## config.mk

```make
export PLATFORM = sky130hd
export DESIGN_NAME = aes_ram
export DESIGN_NICKNAME = d
export VERILOG_FILES = /design/src/hdl/aes_ram.sv
export SDC_FILE = /design/constraint.sdc
export NUM_CORES = 1
export LEC_CHECK = 0
export BUFFER_PORTS_ARGS = -buffer_cell sky130_fd_sc_hd__buf_4
export CORE_MARGIN = 1
export CORE_UTILIZATION = 43
export CTS_CLUSTER_DIAMETER = 40
export DETAILED_ROUTE_END_ITERATION = 6
export PLACE_DENSITY = 0.67
export SYNTH_ARGS = -nofsm -noshare
export SYNTH_HDL_FRONTEND = slang
export SYNTH_SLANG_ARGS = --single-unit
```

## constraint.sdc

```tcl
create_clock -name clk -period 14.6 [get_ports clk]
set_clock_uncertainty 0.1 [all_clocks]
set_input_delay 1.46 -clock clk [delete_from_list [all_inputs] [get_ports clk]]
set_output_delay 1.46 -clock clk [all_outputs]
set_load 0.01 [all_outputs]
```

## src/hdl/aes_ram.sv

```systemverilog
// Generic RAM with one write port and one registered read port.
module aes_ram #(
  parameter int unsigned Width = 128,
  parameter int unsigned Depth = 11
) (
  input  logic                     clk,
  input  logic                     we,
  input  logic [$clog2(Depth)-1:0] waddr,
  input  logic [Width-1:0]         wdata,
  input  logic [$clog2(Depth)-1:0] raddr,
  output logic [Width-1:0]         rdata
);

  logic [Width-1:0] mem [Depth];

  // Write and registered read
  always_ff @(posedge clk) begin
    if (we) begin
      mem[waddr] <= wdata;
    end
    rdata <= mem[raddr];
  end

endmodule

```

==> reports/qor.yml, run 1 <==
p_total_mw: 10.0
grt_first_pass_wirelength_mm: 192
worstSetupPathType: "input port to flop"
r2r_slack_ps: 13270
tritoncts: "done"
vdd_drop_max_v: 0.000102
numCtsBuffers: 183
dp_slack_ps: 9350
crit_required_ps: 15130
yosys-top-cells-area: "edfxtp_1 74%, mux2_2 7.5%, dfxtp_1 4.5%, mux2i_1 4.5%, a22o_1 2.0%"
nFillCells: 10500
cp_top_family: "buffers and inverters"
grt_pass1_vias: 29500
critPathCaptureType: "flop"
min_period_ps: 4380
dpl-instance-area_mm2: 0.0612
row_count: 133
netlist.top_cell.by_area: "edfxtp_1"
synth.distinct_cells: 20
syn_avg_cell_area_um2: 19.0
tightest_slew_ps: 1190
timing.fmax_mhz: 228
start_util: 0.435
rsz0062_at_grt: "no"
cts_setup_buffers: 0
area_growth_pct: 17.4
min_from: "mem[10][77]"
powerDensity_mw_per_mm2: 148
wl_per_cell_um: 24.8
vias: 28800
synth_cells: 3021
synthXorXnorAreaFrac: 0
post-route-period-util: 0.300
synthAdderAreaFrac: 0
die_w_um: 368
viasPerCell: 5.49
cts_resized: 0
cts_buffer_depth: 3
postCtsHoldBufs: 0
yosys_warnings: 0
crit_path_frequent_cell: "buf_4"
nets: 3475
drc: 0
cts.clk_slew.worst_paths_ps: 60
cp_max_fo: 173
yosysTopAreaCellShare: 0.736
finalSetupTns_ps: 0
reg2reg_depth: 3
root_buffer: "clkbuf_16"
synth_ff_type: "edfxtp_1"
status: "completed"
worst_ep_arrival_time_ps: 4910
ys_ff_latch: 1536
relSlewSlack: 0.210
crit_chain: "buf_8, buf_12, nor2b_4, buf_4, buf_4, a22o_1, o31ai_1"
setup_viol: 0
synth_compound_area_frac: 0.0669
synth_top_family_by_area: "multiplexers"
firstDrtPassIters: 5
core_mm2: 0.132
drt_iter0_markers: 2412
slew_violations: 0
min_path_type: "flop to flop"
layout-drive-gt1-share: 0.291
hpwlAfterDp_mm: 64.4
clk_latency_ps: 790
grt_overflow: 0
worst_path_max_delay_cell: "buf_4"
postRouteWirelength_mm: 130
min_to: "rdata[77]"
die_area_mm2: 0.135
r2r-start: "mem[2][124]"
async_flop_share: 0
track_usage: 0.191
muxShareOfSynthArea: 0.120
antenna_found_initial: 16
die_h_um: 368
port_buffers: 265
yosys.area_share.simple: 0.0158
slowest_delay_ps: 850
ys_seq_area_frac: 0.780
critPathLaunchType: "input port"
grt_max_degree: 174
htree_levels: 4
final_hold_viol_count: 0
clkSinkCount: 1536
worst_r2r_endpoint: "rdata[124]"
io_pins: 266
synth_fp_nets: 3159
ant_nets: 0
netlist_top_cells_count: "1408 x edfxtp_1, 384 x mux2_2, 256 x mux2i_1"
leakage_nw: 22.8
setup_slack_ps: 10220
synth_edf_count: 1408
whs_path_depth: 3
place_congestion: 0.718
netlist_area_mm2: 0.0575
maxCapViolCount: 0
path_buf_inv: 4
synth_most_common_cell: "edfxtp_1"
fin_area_mm2: 0.0675
-- kinds of logic (layout without fill, tap and decap cells) --
family	Yosys count	after routing
AO/OA/AOI/OAI	512	512
buffers and inverters	184	660
flip-flops	1536	1536
multiplexers	640	640
other	0	6
AND/OR/NAND/NOR	149	149
-- state kept, by name (all words and copies together) (netlist names) --
name	count
rdata	128
mem	1408
-- routing by layer --
layer,vias to the layer above,part of all wire,track usage
met4,26,0.017,0.0493
met3,182,0.074,0.0484
met1,14900,0.45,0.272
met5,-,0.0012,0
li1,12900,-,-
met2,853,0.46,0.292
-- worst max-delay path by stage --
| stage | start | endpoint | depth (start not counted) | slack [ps] |
|---|---|---|---|---|
| CTS | raddr[1] | rdata[55] | 7 | 10250 |
| detailed placement | raddr[1] | rdata[55] | 7 | 9350 |
| global placement | raddr[1] | rdata[55] | 7 | 9440 |
| floorplan | waddr[3] | mem[0][0] | 2 | 3110 |
| global route | raddr[1] | rdata[55] | 7 | 10060 |
| finish | raddr[1] | rdata[49] | 7 | 10220 |
-- report_power, final --
part           leakage [nW]  internal, mW  switching, mW
Combinational          5.98         0.204          0.287
Clock                  3.00          2.72           1.83
Sequential             13.8          4.92         0.0470
Total                  22.8          7.84           2.17
-- cell usage in the layout (no fill, tap or decap), types with 2 or more instances in the layout --
master | netlist | routed
o211ai_1 | 128 | 128
o22ai_1 | 128 | 128
nor2_4 | 0 | 9
edfxtp_1 | 1408 | 1408
clkinv_2 | 0 | 29
clkbuf_16 | 0 | 185
clkinv_8 | 0 | 6
nor3_2 | 0 | 3
clkinvlp_4 | 0 | 19
clkinv_1 | 0 | 9
mux2_2 | 384 | 384
clkinv_16 | 0 | 2
dfxtp_1 | 128 | 128
inv_6 | 0 | 18
mux2i_1 | 256 | 256
a22o_1 | 128 | 128
o31ai_1 | 128 | 128
nand2b_1 | 131 | 130
nand3b_1 | 2 | 2
clkinv_4 | 0 | 11
bufinv_16 | 0 | 16
clkbuf_1 | 93 | 32
inv_16 | 0 | 3
buf_8 | 0 | 3
diode_2 | 0 | 6
buf_12 | 0 | 4
buf_4 | 42 | 308
clkbuf_8 | 0 | 13
inv_8 | 0 | 2
-- area by class of cell --
class                   instances  area, µm²  share of cell area
well taps                    1755       2200              0.0326
flip-flops and latches       1536      44800               0.665
diodes                          6       15.0            0.000223
clock inverters               115       1300              0.0192
multi-input cells            1301      11700               0.174
repair buffers                315       2440              0.0361
clock buffers                 230       4930              0.0731
-- through the flow --
step                      utilization  hold WS [ps]  instances
after global placement          0.464           450       4907
after global routing            0.511           495       5253
after floorplan                     -           439       3021
after CTS                       0.511           463       5252
final                           0.511           465       5258
after detailed placement        0.464           456       4907
-- worst min-delay path, stage by stage (launching register included) --
cell	delay (ps)
edfxtp_1	310
nand2b_1	100
o211ai_1	90
o31ai_1	60
Power figures use the tool's default switching activity.
==> inputs of run 2 (changes only) <==
--- a/config.mk
+++ b/config.mk
@@ -5,12 +5,13 @@
 export SDC_FILE = /design/constraint.sdc
 export NUM_CORES = 1
 export LEC_CHECK = 0
+export ABC_AREA = 1
 export BUFFER_PORTS_ARGS = -buffer_cell sky130_fd_sc_hd__buf_4
 export CORE_MARGIN = 1
 export CORE_UTILIZATION = 43
 export CTS_CLUSTER_DIAMETER = 40
 export DETAILED_ROUTE_END_ITERATION = 6
-export PLACE_DENSITY = 0.67
+export PLACE_DENSITY = 0.69
 export SYNTH_ARGS = -nofsm -noshare
 export SYNTH_HDL_FRONTEND = slang
 export SYNTH_SLANG_ARGS = --single-unit
==> constraint.sdc (replaced) <==
create_clock -name clk -period 3.55 [get_ports clk]
set_clock_uncertainty 0.1 [all_clocks]
set_input_delay 0.355 -clock clk [delete_from_list [all_inputs] [get_ports clk]]
set_output_delay 0.355 -clock clk [all_outputs]
set_load 0.01 [all_outputs]
==> reports/qor.yml, run 2 <==
status: "completed"
worstSetupPathType: "input port to flop"
netlist_top_cells_count: "1668 x nand2_1, 1408 x edfxtp_1, 899 x nand3_1"
min_from: "raddr[0]"
cts_setup_buffers: 0  # unchanged
layout_commonest_cell: "nand2_1"
r2r_slack_ps: 2330  # -10940 ps
netlist.top_cell.by_area: "edfxtp_1"
crit_path_frequent_cell: "dlygate4sd3_1"
drt_iter0_markers: 3592  # +49%
yosysTopAreaCellShare: 0.694  # -0.0416
drc: 0  # unchanged
grt_first_pass_wirelength_mm: 224  # +17%
slew_violations: 0  # unchanged
fin_area_mm2: 0.0735  # +9.0%
clk_latency_ps: 840  # +50 ps
worst_path_max_delay_cell: "dlygate4sd3_1"
largest_register_ffs: 1408  # unchanged
numCtsBuffers: 194  # +6.0%
min_to: "rdata[114]"
synth_edf_count: 1408  # unchanged
vias: 39200  # +36%
async_flop_share: 0  # unchanged
yosys_warnings: 0  # unchanged
leakage_nw: 29.9  # +31%
layoutNonFillerInstCount: 7764  # +48%
critPathLaunchType: "input port"
finalSetupTns_ps: 0  # unchanged
die_w_um: 378  # +2.9%
ys_ff_latch: 1536  # unchanged
cts.clk_slew.worst_paths_ps: 60  # about the same
internal-power_mw: 33.4  # +330%
crit_chain: "dlygate4sd3_1, buf_4, nand2_1, dlygate4sd3_1, nor2_4, buf_12"
antenna_found_initial: 15  # -1
final_hold_viol_count: 0  # unchanged
die_h_um: 378  # +2.9%
nets: 5841  # +68%
postRouteWirelength_mm: 148  # +13%
reg_top3: "mem: 1408 flops, rdata: 128 flops"
synth_fp_nets: 5438  # +72%
post-route-period-util: 0.639
p_total_mw: 43.2  # +330%
critPathCaptureType: "flop"
grt_max_degree: 155  # -11%
yosys-top-cells-area: "edfxtp_1 69%, nand2_1 10%, nand3_1 7.4%, inv_1 4.8%, dfxtp_1 4.2%"
wl_per_cell_um: 19.0  # -23%
path_buf_inv: 4  # unchanged
setup_viol: 0  # unchanged
powerDensity_mw_per_mm2: 588  # +300%
grt_pass1_vias: 38700  # +31%
netlist_area_mm2: 0.0609  # +6.0%
viasPerCell: 5.05  # -8.0%
start_util: 0.435  # -0.000544
switchingPower_mw: 9.83  # +350%
min_period_ps: 2270
worst_r2r_endpoint: "rdata[48]"
tightest_slew_ps: 987  # -198 ps
setup_slack_ps: 1280  # -8940 ps
place_congestion: 0.741  # +3.1%
whs_path_depth: 5  # +2
final_cell_mix: "1668 x nand2_1, 1408 x edfxtp_1, 899 x nand3_1, 772 x inv_1, 304 x buf_4"
htree_levels: 4  # unchanged
layout-drive-gt1-share: 0.119  # -0.172
synth_ff_type: "edfxtp_1"
r2r-start: "mem[3][48]"
root_buffer: "clkbuf_16"
timing.fmax_mhz: 441
port_buffers: 265  # unchanged
synth_most_common_cell: "nand2_1"
dp_slack_ps: 1110  # -8250 ps
clkSinkCount: 1536  # unchanged
min_path_type: "input port to flop"
cts_buffer_depth: 3  # unchanged
grt_overflow: 0  # unchanged
p_sw_frac: 0.228  # +0.0112
synth.distinct_cells: 12  # -40%
dpl.cell_count: 7251  # +48%
track_usage: 0.207  # +0.0156
slowest_delay_ps: 630  # -220 ps
dpl-instance-area_mm2: 0.0653  # +6.7%
core_mm2: 0.140  # +6.1%
cp_max_fo: 62  # -64%
top_register: "mem"
area_growth_pct: 20.7
post-route-util: 0.525  # +0.0137
ys_seq_area_frac: 0.736  # -0.0441
tritoncts: "done"
io_pins: 266  # unchanged
p_seq_frac: 0.472  # -0.024
reg2reg_depth: 6  # +3
crit_cells: 6  # -1
row_count: 137  # +3.0%
crit_required_ps: 3890  # -11240 ps
rsz0062_at_grt: "no"
p_comb_frac: 0.058  # +0.009
clockPowerShare: 0.470  # +0.015
die_area_mm2: 0.143  # +6.0%
maxCapViolCount: 0  # unchanged
cp_top_family: "buffers and inverters"
synth_cells: 5300  # +75%
vdd_drop_max_v: 0.000446  # +340%
worst_ep_arrival_time_ps: 2610  # -2300 ps
whs_ps: 52.0  # -413 ps
hpwlAfterDp_mm: 75.3  # +17%
syn_avg_cell_area_um2: 11.5  # -40%
firstDrtPassIters: 5  # unchanged
relSlewSlack: 0.342  # +0.132
ant_nets: 0  # unchanged
-- run 2: worst reg2reg max path, cell delays in order, from the launching register on --
cell and delay [ps]:
edfxtp_1 370, inv_1 60, nand2_1 40, nand3_1 110
nand3_1 80, nand3_1 200, nand2_1 130
-- run 2: area by class of cell --
cell class | count | area, µm²
fillers | 11500 | 66500
flip-flops and latches | 1536 | 44800
multi-input cells | 2706 | 11800
clock buffers | 235 | 5180
repair buffers | 489 | 4640
inverters | 776 | 2940
well taps | 1876 | 2350
clock inverters | 135 | 1680
diodes | 11 | 27.5
-- run 2: layer usage --
metal,vias up,share of wire,global-route usage
li1,18500,-,-
met1,19000,0.42,0.274
met2,1414,0.48,0.336
met3,280,0.074,0.0415
met4,14,0.027,0.0757
met5,-,0.00060,0
-- run 2: how the worst max path moves through the flow --
| stage | from | to | slack (ps) |
|---|---|---|---|
| 2_1_floorplan | waddr[2] | mem[3][0] | -940 |
| 3_3_place_gp | waddr[2] | mem[10][102] | 1120 |
| 3_5_place_dp | waddr[2] | mem[10][102] | 1110 |
| 4_1_cts | waddr[1] | mem[3][97] | 1360 |
| 5_1_grt | waddr[1] | mem[3][99] | 1230 |
| 6_report | waddr[1] | mem[3][97] | 1280 |
-- run 2: cells by family (layout without fill, tap and decap cells) --
family          after synthesis  in the layout  share of synthesized area
buf+inv                    1058           1635                     0.0706
flops                      1536           1536                      0.736
simple gates               2578           2578                      0.177
compound gates              128            128                     0.0158
other cells                   0             11                          0
-- run 2: timing repair --
action,in CTS,in global routing
gates resized for setup,0,0
hold buffers,132,0
endpoints found under the hold margin,1457,0
setup endpoints to repair,0,0
-- run 2: power groups by stage --
stage,clock network (mW),registers (mW),logic (mW)
5_1_grt,21.4,20.4,2.75
3_5_place_dp,0,20.8,2.37
6_report,20.3,20.4,2.49
2_1_floorplan,0,20.8,1.20
4_1_cts,20.6,20.4,2.51
3_3_place_gp,0,20.8,2.32
